### config.mk
export PLATFORM = sky130hd
export DESIGN_NAME = smtp_command_line_parser
export DESIGN_NICKNAME = d
export VERILOG_FILES = /design/src/hdl/sclp_pkg.sv /design/src/hdl/smtp_command_line_parser.sv
export VERILOG_INCLUDE_DIRS = /design/src /design/src/hdl
export SDC_FILE = /design/constraint.sdc
export NUM_CORES = 1
export LEC_CHECK = 0
export CORE_ASPECT_RATIO = 0.8
export CORE_MARGIN = 8
export CORE_UTILIZATION = 55
export DETAILED_ROUTE_END_ITERATION = 10
export DONT_BUFFER_PORTS = 1
export PLACE_DENSITY = 0.73
export SYNTH_ARGS = -nofsm -noshare
export SYNTH_HDL_FRONTEND = slang
export SYNTH_SLANG_ARGS = --single-unit
### constraint.sdc
create_clock -name clk -period 4.3 [get_ports clk]
set_input_delay 0.215 -clock clk [delete_from_list [all_inputs] [get_ports clk]]
set_output_delay 0.215 -clock clk [all_outputs]
set_load 0.005 [all_outputs]
### src/hdl/smtp_command_line_parser_defines.svh
// Assertion macros shared by the SMTP command line parser RTL.
`ifndef SMTP_COMMAND_LINE_PARSER_DEFINES_SVH
`define SMTP_COMMAND_LINE_PARSER_DEFINES_SVH

// Same-cycle implication, checked on every rising edge outside reset.
`define SCLP_ASSERT_SAME(label, ante, cons, msg) \
  label: assert property (@(posedge clk) disable iff (rst) (ante) |-> (cons)) \
    else $error(msg);

// Next-cycle implication, checked on every rising edge outside reset.
`define SCLP_ASSERT_NEXT(label, ante, cons, msg) \
  label: assert property (@(posedge clk) disable iff (rst) (ante) |=> (cons)) \
    else $error(msg);

`endif

### src/hdl/sclp_pkg.sv
// Types, codes and command word tables for the SMTP command line parser.
`default_nettype none

package sclp_pkg;

  // Parse phases, one-hot.
  typedef enum logic [3:0] {
    PH_WORD   = 4'b0001,
    PH_SPACES = 4'b0010,
    PH_ARG    = 4'b0100,
    PH_CRSEEN = 4'b1000
  } phase_t;

  // Line status codes.
  localparam logic [1:0] ST_MORE     = 2'd0;
  localparam logic [1:0] ST_COMPLETE = 2'd1;
  localparam logic [1:0] ST_INVALID  = 2'd2;

  // Command codes.
  localparam logic [3:0] CMD_NONE     = 4'd0;
  localparam logic [3:0] CMD_AUTH     = 4'd4;
  localparam logic [3:0] CMD_STARTTLS = 4'd12;

  // Configuration register indexes.
  localparam logic [0:0] REG_MAX_ARGS = 1'd0;
  localparam logic [0:0] REG_STARTTLS = 1'd1;

  // Delimiter characters.
  localparam logic [7:0] CH_SPACE = 8'h20;
  localparam logic [7:0] CH_CR    = 8'h0D;
  localparam logic [7:0] CH_LF    = 8'h0A;

  // Field widths and limits.
  localparam int unsigned ARG_LEN_FIELD_W = 12;
  localparam int unsigned NUM_FOUR_WORDS  = 11;
  localparam logic [3:0]  WORD_STORE_LEN  = 4'd8;
  localparam logic [3:0]  WORD_LEN_SAT    = 4'd15;
  localparam logic [3:0]  ARGS_SAT        = 4'd15;
  localparam logic [3:0]  SHORT_WORD_LEN  = 4'd4;
  localparam logic [3:0]  LONG_WORD_LEN   = 4'd8;

  // Four-letter commands; entry k has command code k+1.
  localparam logic [7:0] FOUR_WORDS [0:10][0:3] = '{
    '{"H", "E", "L", "O"}, '{"E", "H", "L", "O"}, '{"Q", "U", "I", "T"},
    '{"A", "U", "T", "H"}, '{"N", "O", "O", "P"}, '{"M", "A", "I", "L"},
    '{"R", "S", "E", "T"}, '{"R", "C", "P", "T"}, '{"V", "R", "F", "Y"},
    '{"E", "X", "P", "N"}, '{"H", "E", "L", "P"}
  };

  localparam logic [7:0] LONG_WORD [0:7] = '{"S", "T", "A", "R", "T", "T", "L", "S"};

  // Folds a lower-case ASCII letter to upper case.
  function automatic logic [7:0] upcase(input logic [7:0] c);
    logic is_lower;
    is_lower = (c >= "a") && (c <= "z");
    return is_lower ? (c - 8'd32) : c;
  endfunction

endpackage

`default_nettype wire

### src/hdl/smtp_command_line_parser.sv
// Top level of the SMTP command line parser: one byte in, one result word out.
//
//   Channel  Dir  Payload                                         Handshake
//   s_*      in   s_tdata[7:0] line_byte                          tvalid/tready
//   m_*      out  m_tuser status; m_tdata command, arg fields     tvalid/tready
//   cfg_*    in   cfg_index selects max_args / starttls_enable    cfg_we only
//
// Each byte is parsed in the cycle it is accepted and its result word sits in
// the output register from the next cycle on.
// The byte's state update and result come from one pass over the parser
// state and the eight stored command characters, compared in parallel.
// A new byte is accepted whenever the output register is empty or is being
// taken in the same cycle, so a stalled output stops input after one word.
// rst is synchronous and active high; it returns the parser to the command
// word phase with max_args at 10 and STARTTLS enabled.
`default_nettype none
`include "smtp_command_line_parser_defines.svh"

module smtp_command_line_parser #(
  parameter int unsigned MAX_ARG_LENGTH = 4095
) (
  input  wire logic        clk,
  input  wire logic        rst,
  // Input stream.
  input  wire logic        s_tvalid,
  output logic             s_tready,
  input  wire logic [7:0]  s_tdata,   // [7:0] line_byte
  // Result stream.
  output logic             m_tvalid,
  input  wire logic        m_tready,
  output logic [23:0]      m_tdata,   // [3:0] command, [4] arg_closed,
                                      // [16:5] arg_length, [20:17] arg_index
  output logic [1:0]       m_tuser,   // [1:0] status
  // Configuration write port.
  input  wire logic        cfg_we,
  input  wire logic [0:0]  cfg_index,
  input  wire logic [3:0]  cfg_data
);
  import sclp_pkg::*;

  localparam int unsigned ARG_LEN_W  = $clog2(MAX_ARG_LENGTH + 1);
  localparam int unsigned LEN_WIDE_W = ARG_LEN_W + ARG_LEN_FIELD_W;
  localparam logic [ARG_LEN_W-1:0] ARG_LEN_MAX = ARG_LEN_W'(MAX_ARG_LENGTH);
  localparam logic [ARG_LEN_W-1:0] ARG_LEN_ONE = ARG_LEN_W'(1);

  // Configuration registers.
  logic [3:0] max_args;
  logic       starttls_enable;

  // Parser state.
  phase_t               phase, phase_next;
  logic [7:0]           word_chars [0:7];
  logic [3:0]           word_length, word_length_next;
  logic [3:0]           current_command, current_command_next;
  logic [3:0]           args_done, args_done_next;
  logic [ARG_LEN_W-1:0] current_arg_length, current_arg_length_next;
  logic                 word_we;

  // Result register.
  logic                 out_valid;
  logic [1:0]           res_status, res_status_next;
  logic [3:0]           res_command;
  logic                 res_closed, res_closed_next;
  logic [11:0]          res_length, res_length_next;
  logic [3:0]           res_index, res_index_next;

  logic                 in_fire;
  logic [7:0]           ch, uc;
  logic                 delim, is_letter, line_cont;
  logic [3:0]           match_cmd;
  logic [3:0]           cmd_out;
  logic [ARG_LEN_W-1:0] alen;
  logic [LEN_WIDE_W-1:0] alen_wide;

  assign in_fire  = s_tvalid && s_tready;
  assign s_tready = !out_valid || m_tready;
  assign ch       = s_tdata;
  assign uc       = upcase(ch);
  assign delim    = (ch == CH_SPACE) || (ch == CH_CR) || (ch == CH_LF);
  assign is_letter = (uc >= "A") && (uc <= "Z");

  // Configuration writes.
  always_ff @(posedge clk) begin
    if (rst) begin
      max_args        <= 4'd10;
      starttls_enable <= 1'b1;
    end else if (cfg_we) begin
      unique case (cfg_index)
        REG_MAX_ARGS: max_args        <= cfg_data;
        REG_STARTTLS: starttls_enable <= cfg_data[0];
        default: ;
      endcase
    end
  end

  // Command word match against all stored characters in parallel.
  always_comb begin
    logic hit;
    hit       = 1'b0;
    match_cmd = CMD_NONE;
    if (word_length == SHORT_WORD_LEN) begin
      for (int k = NUM_FOUR_WORDS - 1; k >= 0; k--) begin
        hit = 1'b1;
        for (int i = 0; i < 4; i++) begin
          if (upcase(word_chars[i]) != FOUR_WORDS[k][i]) hit = 1'b0;
        end
        if (hit) match_cmd = 4'(k + 1);
      end
    end else if (word_length == LONG_WORD_LEN && starttls_enable) begin
      hit = 1'b1;
      for (int i = 0; i < 8; i++) begin
        if (upcase(word_chars[i]) != LONG_WORD[i]) hit = 1'b0;
      end
      if (hit) match_cmd = CMD_STARTTLS;
    end
  end

  // Per-byte parse step.
  always_comb begin
    phase_next              = phase;
    word_length_next        = word_length;
    current_command_next    = current_command;
    args_done_next          = args_done;
    current_arg_length_next = current_arg_length;
    word_we                 = 1'b0;
    res_status_next         = ST_MORE;
    res_closed_next         = 1'b0;
    alen                    = '0;
    res_index_next          = 4'd0;
    line_cont               = 1'b0;

    unique case (phase)
      PH_WORD: begin
        if (delim) begin
          if (match_cmd == CMD_NONE) begin
            res_status_next = ST_INVALID;
          end else begin
            current_command_next = match_cmd;
            if (ch == CH_SPACE) phase_next = PH_SPACES;
            else if (ch == CH_CR) phase_next = PH_CRSEEN;
            else res_status_next = ST_COMPLETE;
          end
        end else if (!is_letter) begin
          res_status_next = ST_INVALID;
        end else begin
          word_we = (word_length < WORD_STORE_LEN);
          if (word_length < WORD_LEN_SAT) word_length_next = word_length + 4'd1;
        end
      end
      PH_SPACES: begin
        if (ch == CH_SPACE) begin
          phase_next = PH_SPACES;
        end else if (ch == CH_CR) begin
          phase_next = PH_CRSEEN;
        end else if (ch == CH_LF) begin
          res_status_next = ST_COMPLETE;
        end else if (args_done <= max_args) begin
          phase_next              = PH_ARG;
          current_arg_length_next = ARG_LEN_ONE;
        end else begin
          res_status_next = ST_INVALID;
        end
      end
      PH_ARG: begin
        if (delim) begin
          res_closed_next         = 1'b1;
          alen                    = current_arg_length;
          res_index_next          = args_done;
          if (args_done < ARGS_SAT) args_done_next = args_done + 4'd1;
          current_arg_length_next = '0;
          if (ch == CH_SPACE) phase_next = PH_SPACES;
          else if (ch == CH_CR) phase_next = PH_CRSEEN;
          else res_status_next = ST_COMPLETE;
        end else if (current_arg_length < ARG_LEN_MAX) begin
          current_arg_length_next = current_arg_length + ARG_LEN_ONE;
        end
      end
      PH_CRSEEN: begin
        res_status_next = (ch == CH_LF) ? ST_COMPLETE : ST_INVALID;
      end
      default: begin
        res_status_next = ST_INVALID;
      end
    endcase

    // The reported command is the one in force at this byte, before a line end clears it.
    cmd_out = current_command_next;

    // End of line: clear counters; a complete AUTH command line (not its continuation) continues as argument text.
    if (res_status_next != ST_MORE) begin
      line_cont = (res_status_next == ST_COMPLETE) && (current_command_next == CMD_AUTH) &&
                  (word_length != 4'd0);
      word_length_next        = 4'd0;
      args_done_next          = 4'd0;
      current_arg_length_next = '0;
      if (line_cont) begin
        phase_next = PH_ARG;
      end else begin
        phase_next           = PH_WORD;
        current_command_next = CMD_NONE;
      end
    end
  end

  assign alen_wide       = {{ARG_LEN_FIELD_W{1'b0}}, alen};
  assign res_length_next = alen_wide[ARG_LEN_FIELD_W-1:0];

  // Parser state registers.
  always_ff @(posedge clk) begin
    if (rst) begin
      phase              <= PH_WORD;
      word_length        <= 4'd0;
      current_command    <= CMD_NONE;
      args_done          <= 4'd0;
      current_arg_length <= '0;
    end else if (in_fire) begin
      phase              <= phase_next;
      word_length        <= word_length_next;
      current_command    <= current_command_next;
      args_done          <= args_done_next;
      current_arg_length <= current_arg_length_next;
    end
  end

  // Stored command characters; only entries of the current word are read.
  always_ff @(posedge clk) begin
    if (in_fire && word_we) word_chars[word_length[2:0]] <= ch;
  end

  // Output register valid flag.
  always_ff @(posedge clk) begin
    if (rst) begin
      out_valid <= 1'b0;
    end else if (in_fire) begin
      out_valid <= 1'b1;
    end else if (m_tready) begin
      out_valid <= 1'b0;
    end
  end

  // Output register payload.
  always_ff @(posedge clk) begin
    if (in_fire) begin
      res_status  <= res_status_next;
      res_command <= cmd_out;
      res_closed  <= res_closed_next;
      res_length  <= res_length_next;
      res_index   <= res_index_next;
    end
  end

  // Drive the result stream. The command reported is the one in force at this byte.
  assign m_tvalid = out_valid;
  assign m_tuser  = res_status;
  assign m_tdata  = {3'b000, res_index, res_length, res_closed, res_command};

  // Assertions.
  `SCLP_ASSERT_SAME(a_idle_arg_fields, m_tvalid && !m_tdata[4], m_tdata[20:5] == 16'd0, "argument fields set without a closed argument")
  `SCLP_ASSERT_SAME(a_invalid_no_close, m_tvalid && (m_tuser == ST_INVALID), !m_tdata[4], "invalid line reported a closed argument")
  `SCLP_ASSERT_SAME(a_close_has_cmd, m_tvalid && m_tdata[4], m_tdata[3:0] != CMD_NONE, "argument closed without a command")
  `SCLP_ASSERT_NEXT(a_eol_clears, in_fire && (res_status_next != ST_MORE), (args_done == 4'd0) && (word_length == 4'd0) && ((phase == PH_WORD) || (phase == PH_ARG)), "line end did not clear parser state")

endmodule

`default_nettype wire
==> results by group, run 1 <==
Worst setup path
  • Crit path DAT: 4.16 ns
  • WP data required: 4.65 ns
  • Highest-delay cell along the critical path: a2111oi_4
  • Crit end category: register
  • CP max stage delay: 0.55 ns
  • Worst-path maximum fanout: 5
  • WS Path Type: register to register
  • Startpoint Class: register
  • Worst path cell trace: inv_1 > ha_1 > or2_2 > a311o_1 > a2111oi_4 > nand3_1 > o31ai_2 > o21ai_2 > a31oi_4 > o21bai_2 > or4_1 > a21oi_1

Global route
  • GR Util All Layers: 22.32%
  • Total gr overflow: 0
  • First-pass GRT wire length: 26340 um
  • Largest net degree at the start of global routing: 31
  • Initial antenna violation count: 0
  • Vias in the first global route: 4896

Timing
  • Min Tclk post-route: 3.811 ns
  • Pins over their slew limit: 0
  • Worst clock skew: 0.01344 ns
  • Setup ws final: 0.4893 ns
  • Actual slew at the worst max-slew pin: 1.163 ns
  • Max-slew headroom at the worst pin: 21.86%
  • Min Hold Slack: 0.04254 ns
  • Sum Neg Setup Slack: 0 ns
  • Period utilization: 88.62%
  • Fmax: 262.4 MHz
  • Hold Fails Final Rpt: 0
  • RSZ-0062 raised after global routing: false
  • Final setup fails: 0

Yosys
  • Syn avg cell area: 10.32 um2
  • Count leader, synth: edfxtp_1
  • Post-synth ARST share: 0%
  • Most frequent cells after synthesis: 87 x edfxtp_1, 57 x nor2_1, 49 x nand2_1
  • EDFF count, synth: 87
  • Ys Warns: 0
  • FF+latch count, synth: 121
  • Cells after Synth: 621
  • Mapped Area: 6410 um2
  • Top_reg_cell synth: edfxtp_1
  • Top-area cell type share of the netlist area: 40.76%
  • Library cells used by synthesis: 71
  • Top area cells in the synthesized netlist: edfxtp_1 41%, dfxtp_1 11%, ha_1 3.5%
  • Largest area contributor in the netlist: edfxtp_1
  • Sequential fraction of the synthesis area: 51.38%

Place
  • Post-Place Setup Slack: 0.5512 ns
  • Placed insts: 757
  • Port buffer count: 0
  • GP Congestion: 0.9139
  • DP Wirelength: 11100 um

Cells and area
  • Antenna diodes: 0
  • Final cell count without fillers: 805
  • Area Overhead vs Synth: 13.41%
  • Final #Nets: 680
  • Share of cells above drive strength 1: 9.285%

Clock tree
  • Clock transition at path regs: 0.06 ns
  • Clock sink count: 121
  • Skew-Pair Late Insertion Delay: 0.42 ns
  • Resize count post-CTS: 0
  • Post-CTS Setup Inserts: 0
  • H-tree depth: 4
  • Num CTS Buffers: 17
  • Max Root-Sink Buffers: 2
  • CTS tree: yes
  • Root buffer cell: clkbuf_16

Detailed routing
  • Via count: 5155
  • Per-cell routed wire length: 20.64 um
  • ANT nets after route: 0
  • Final wirelength: 16620 um
  • Initial DRC Count: 578
  • First-pass iteration count of the detailed router: 5
  • Drt via density: 6.404
  • Number of remaining DRC errors: 0

Job
  • Max Cap Violations: 0

Floorplan
  • Initial core utilization: 56.08%
  • Die area: 15390 um2
  • Die Span X: 136.7 um
  • # IOs: 46
  • Core Region: 11430 um2
  • Die H: 112.6 um
  • # rows: 35

Pwr
  • IR drop worst, VDD: 0.3693 mV
  • Leakage: 2.435 nW
  • Cell Pwr Density: 383.8 nW/um2

Worst hold path
  • Hold Path Class: input port to register

Status
  • Status: complete, no violations
-- power by group --
part           leakage (nW)  internal [mW]  switching (mW)  total, mW
Clock                 0.265          0.758           0.596       1.35
Sequential             1.08           1.27          0.0164       1.28
Combinational          1.09         0.0497           0.102      0.152
-- routing by layer --
layer	vias to the layer above	part of all wire, %	track usage, %
met5	-	0	0
met4	0	1.4	8.473
met3	18	8.4	5.714
met2	227	45	32.66
met1	2499	45	30.96
li1	2411	-	-
-- kinds of logic after synthesis --
logic type               synth area share (%)
AND/OR/NAND/NOR                         23.62
AO/OA/AOI/OAI                           16.03
flip-flops                              51.38
buffers and inverters                   4.255
adder cells (fa/ha/maj)                 3.514
XOR/XNOR                               0.6833
multiplexers                           0.4685
other                                 0.05850
-- state kept, by name (all words and copies together), names as in the netlist --
name	count
res_command	4
word_chars	64
args_done	4
phase	4
m_tvalid	1
res_closed	1
current_arg_length	12
res_index	4
m_tuser	2
res_length	12
starttls_enable	1
word_length	4
max_args	4
current_command	4
-- path summary, 6_finish.rpt --
kind	endpoint	slack (ns)	from	depth (start not counted)
setup reg to reg	current_arg_length[0]	0.49	word_chars[3][5]	12
hold reg to reg	current_command[2]	0.49	current_command[2]	2
hold / removal	current_command[3]	0.04	rst	3
setup / recovery	current_arg_length[0]	0.49	word_chars[3][5]	12
-- placed cells by master, fill, tap and decap left out, types with 16 or more instances in the layout --
cell type	count
ha_1	18
inv_1	42
nand2_1	49
edfxtp_1	87
nand3_1	23
dlygate4sd3_1	16
dfxtp_1	34
a21oi_1	31
nand4_1	20
clkbuf_16	17
nor2_1	57
and2_1	18
-- what timing repair did --
action | CTS | global route
hold endpoints to repair | 77 | 0
hold buffers | 16 | 0
endpoints found under the setup margin | 0 | 0
-- per-stage QoR --
step | utilization (%) | power, mW | cell area, um2
floorplan | - | 1.410 | 6417
global placement | 57.32 | 1.426 | 6551
detailed placement | 57.32 | 1.432 | 6551
CTS | 63.60 | 2.800 | 7269
global route | 63.60 | 2.878 | 7269
finish | 63.60 | 2.790 | 7269
-- critical path: cells and delay by family, from the launching register on --
kind            cells  cell delay (ns)
compound gates      7             1.87
flops               1             0.44
simple gates        3             1.06
fa+ha+maj           1             0.31
buf+inv             1             0.07
-- layout make-up --
cell class / count / area [um2]
repair buffers: 24 / 220.2
well taps: 148 / 185.2
clock buffers: 17 / 425.4
fillers: 910 / 4160
multi-input cells: 437 / 2851
inverters: 43 / 161.4
flip-flops and latches: 121 / 3293
clock inverters: 15 / 132.6
(Power assumes the default switching activity.)
==> inputs of run 2 (changes only) <==
--- a/config.mk
+++ b/config.mk
@@ -6,7 +6,7 @@
 export SDC_FILE = /design/constraint.sdc
 export NUM_CORES = 1
 export LEC_CHECK = 0
-export CORE_ASPECT_RATIO = 0.8
+export CORE_ASPECT_RATIO = 0.75
 export CORE_MARGIN = 8
 export CORE_UTILIZATION = 55
 export DETAILED_ROUTE_END_ITERATION = 10
==> constraint.sdc (replaced) <==
create_clock -name clk -period 4.9 [get_ports clk]
set_input_delay 0.245 -clock clk [delete_from_list [all_inputs] [get_ports clk]]
set_output_delay 0.245 -clock clk [all_outputs]
set_load 0.005 [all_outputs]
==> run 2 against run 1 <==
Compared with the run above:
- combinational power down 14%
- clock skew down 0.0011 ns
- setup slack better by 0.38 ns
- flip-flop and latch count unchanged
- power down 13%
- core utilization down 0.78 points
- cell count down 1.2%
- sequential power down 12%
- critical path type unchanged
==> results by group, run 2 (synthesis results as in run 1) <==
Pwr
  • Cell Pwr Density: 335.0 nW/um2
  • IR drop worst, VDD: 0.2591 mV
  • Overall Power: 2.417 mW
  • Leakage: 2.404 nW

Detailed routing
  • Initial DRC Count: 554
  • Via count: 5150
  • Per-cell routed wire length: 20.23 um
  • ANT nets after route: 0
  • Number of remaining DRC errors: 0
  • Drt via density: 6.478
  • Final wirelength: 16080 um
  • First-pass iteration count of the detailed router: 6

Floorplan
  • Die area: 15400 um2
  • Initial core utilization: 55.81%
  • Core Region: 11490 um2
  • # rows: 34
  • Die H: 109.5 um
  • Die Span X: 140.7 um
  • # IOs: 46

Clock tree
  • H-tree depth: 4
  • Max Root-Sink Buffers: 2
  • Post-CTS Setup Inserts: 0
  • Clock transition at path regs: 0.06 ns
  • Skew-Pair Late Insertion Delay: 0.42 ns
  • Clock sink count: 121
  • CTS tree: yes
  • Num CTS Buffers: 17
  • Root buffer cell: clkbuf_16

Place
  • Placed Instance Area: 6501 um2
  • Port buffer count: 0
  • GP Congestion: 0.9214
  • DP Wirelength: 10780 um

Timing
  • Fmax: 248.3 MHz
  • Period utilization: 82.19%
  • Final setup fails: 0
  • Min Tclk post-route: 4.027 ns
  • Max-slew headroom at the worst pin: 14.20%
  • RSZ-0062 raised after global routing: false
  • Pins over their slew limit: 0
  • Worst clock skew: 0.01236 ns
  • Sum Neg Setup Slack: 0 ns
  • Actual slew at the worst max-slew pin: 1.277 ns
  • Hold Fails Final Rpt: 0

Status
  • Status: complete, no violations

Global route
  • Total gr overflow: 0
  • GR Util All Layers: 21.17%
  • First-pass GRT wire length: 25170 um
  • Largest net degree at the start of global routing: 31
  • Initial antenna violation count: 0
  • Vias in the first global route: 4734

Cells and area
  • Final Cell Area: 7216 um2
  • Final #Nets: 674
  • Area Overhead vs Synth: 12.57%
  • Max reg flops: 64
  • Antenna diodes: 0
  • Fill cell count: 901
  • Commonest cells after routing, fill and taps aside: 87 x edfxtp_1, 57 x nor2_1, 49 x nand2_1
  • Share of cells above drive strength 1: 8.449%
  • Most common cell after layout, fill and taps aside: edfxtp_1

Worst setup path
  • Crit path DAT: 4.37 ns
  • WP data required: 5.24 ns
  • Crit end category: register
  • Worst-path maximum fanout: 11
  • Startpoint Class: register
  • WS Path Type: register to register

Job
  • Max Cap Violations: 0

Worst hold path
  • Hold Path Class: input port to register
[run 2: layer usage]
metal	GRT usage (%)	share of wire, %
met1	29.06	46
met2	32.00	44
met3	5.813	8.5
met4	7.110	1.3
met5	0	0
[run 2: power by group]
group / internal, mW / switching, mW
Sequential: 1.11 / 0.0149
Clock: 0.662 / 0.497
Combinational: 0.0434 / 0.0867
Total: 1.82 / 0.598
[run 2: layout make-up]
| cell class | count | area, um2 | area share, % |
|---|---|---|---|
| Timing Repair Buffer | 18 | 175.2 | 2.428 |
| Tap cell | 144 | 180.2 | 2.497 |
| Sequential cell | 121 | 3293 | 45.64 |
| Multi-Input combinational cell | 437 | 2851 | 39.52 |
| Clock buffer | 17 | 425.4 | 5.896 |
| Inverter | 43 | 161.4 | 2.237 |
| Clock inverter | 15 | 128.9 | 1.786 |
[run 2: what timing repair did]
| item | 4_1_cts | 5_1_grt |
|---|---|---|
| endpoints found under the hold margin | 77 | 0 |
| gates resized for setup | 0 | 0 |
| hold buffers | 16 | 0 |
[run 2: per-stage QoR]
step / hold slack, ns / std cells / utilization [%] / setup slack [ns]
final: 0.07590 / 795 / 62.82 / 0.8726
after CTS: 0.04778 / 795 / 62.82 / 1.026
after floorplan: 0.3439 / 623 / - / 1.503
after global routing: 0.09597 / 795 / 62.82 / 0.6255
after global placement: 0.3185 / 747 / 56.60 / 1.180
after detailed placement: 0.3225 / 747 / 56.60 / 1.048
[run 2: critical path, cell delays in order (launching register included)]
cell,delay (ns)
edfxtp_1,0.50
nor2_1,0.24
a221o_1,0.39
a211oi_1,1.02
o311ai_1,0.37
a31oi_1,0.26
nor2_1,0.12
a31oi_4,0.23
o21bai_2,0.15
or4_1,0.54
a21oi_1,0.13
[run 2: worst paths after layout]
check | startpoint | to | slack [ns] | depth (start not counted)
min | rst | current_command[1] | 0.08 | 3
min reg2reg | current_command[3] | current_command[3] | 0.49 | 2
max reg2reg | word_chars[2][1] | current_arg_length[0] | 0.87 | 10
max | word_chars[2][1] | current_arg_length[0] | 0.87 | 10
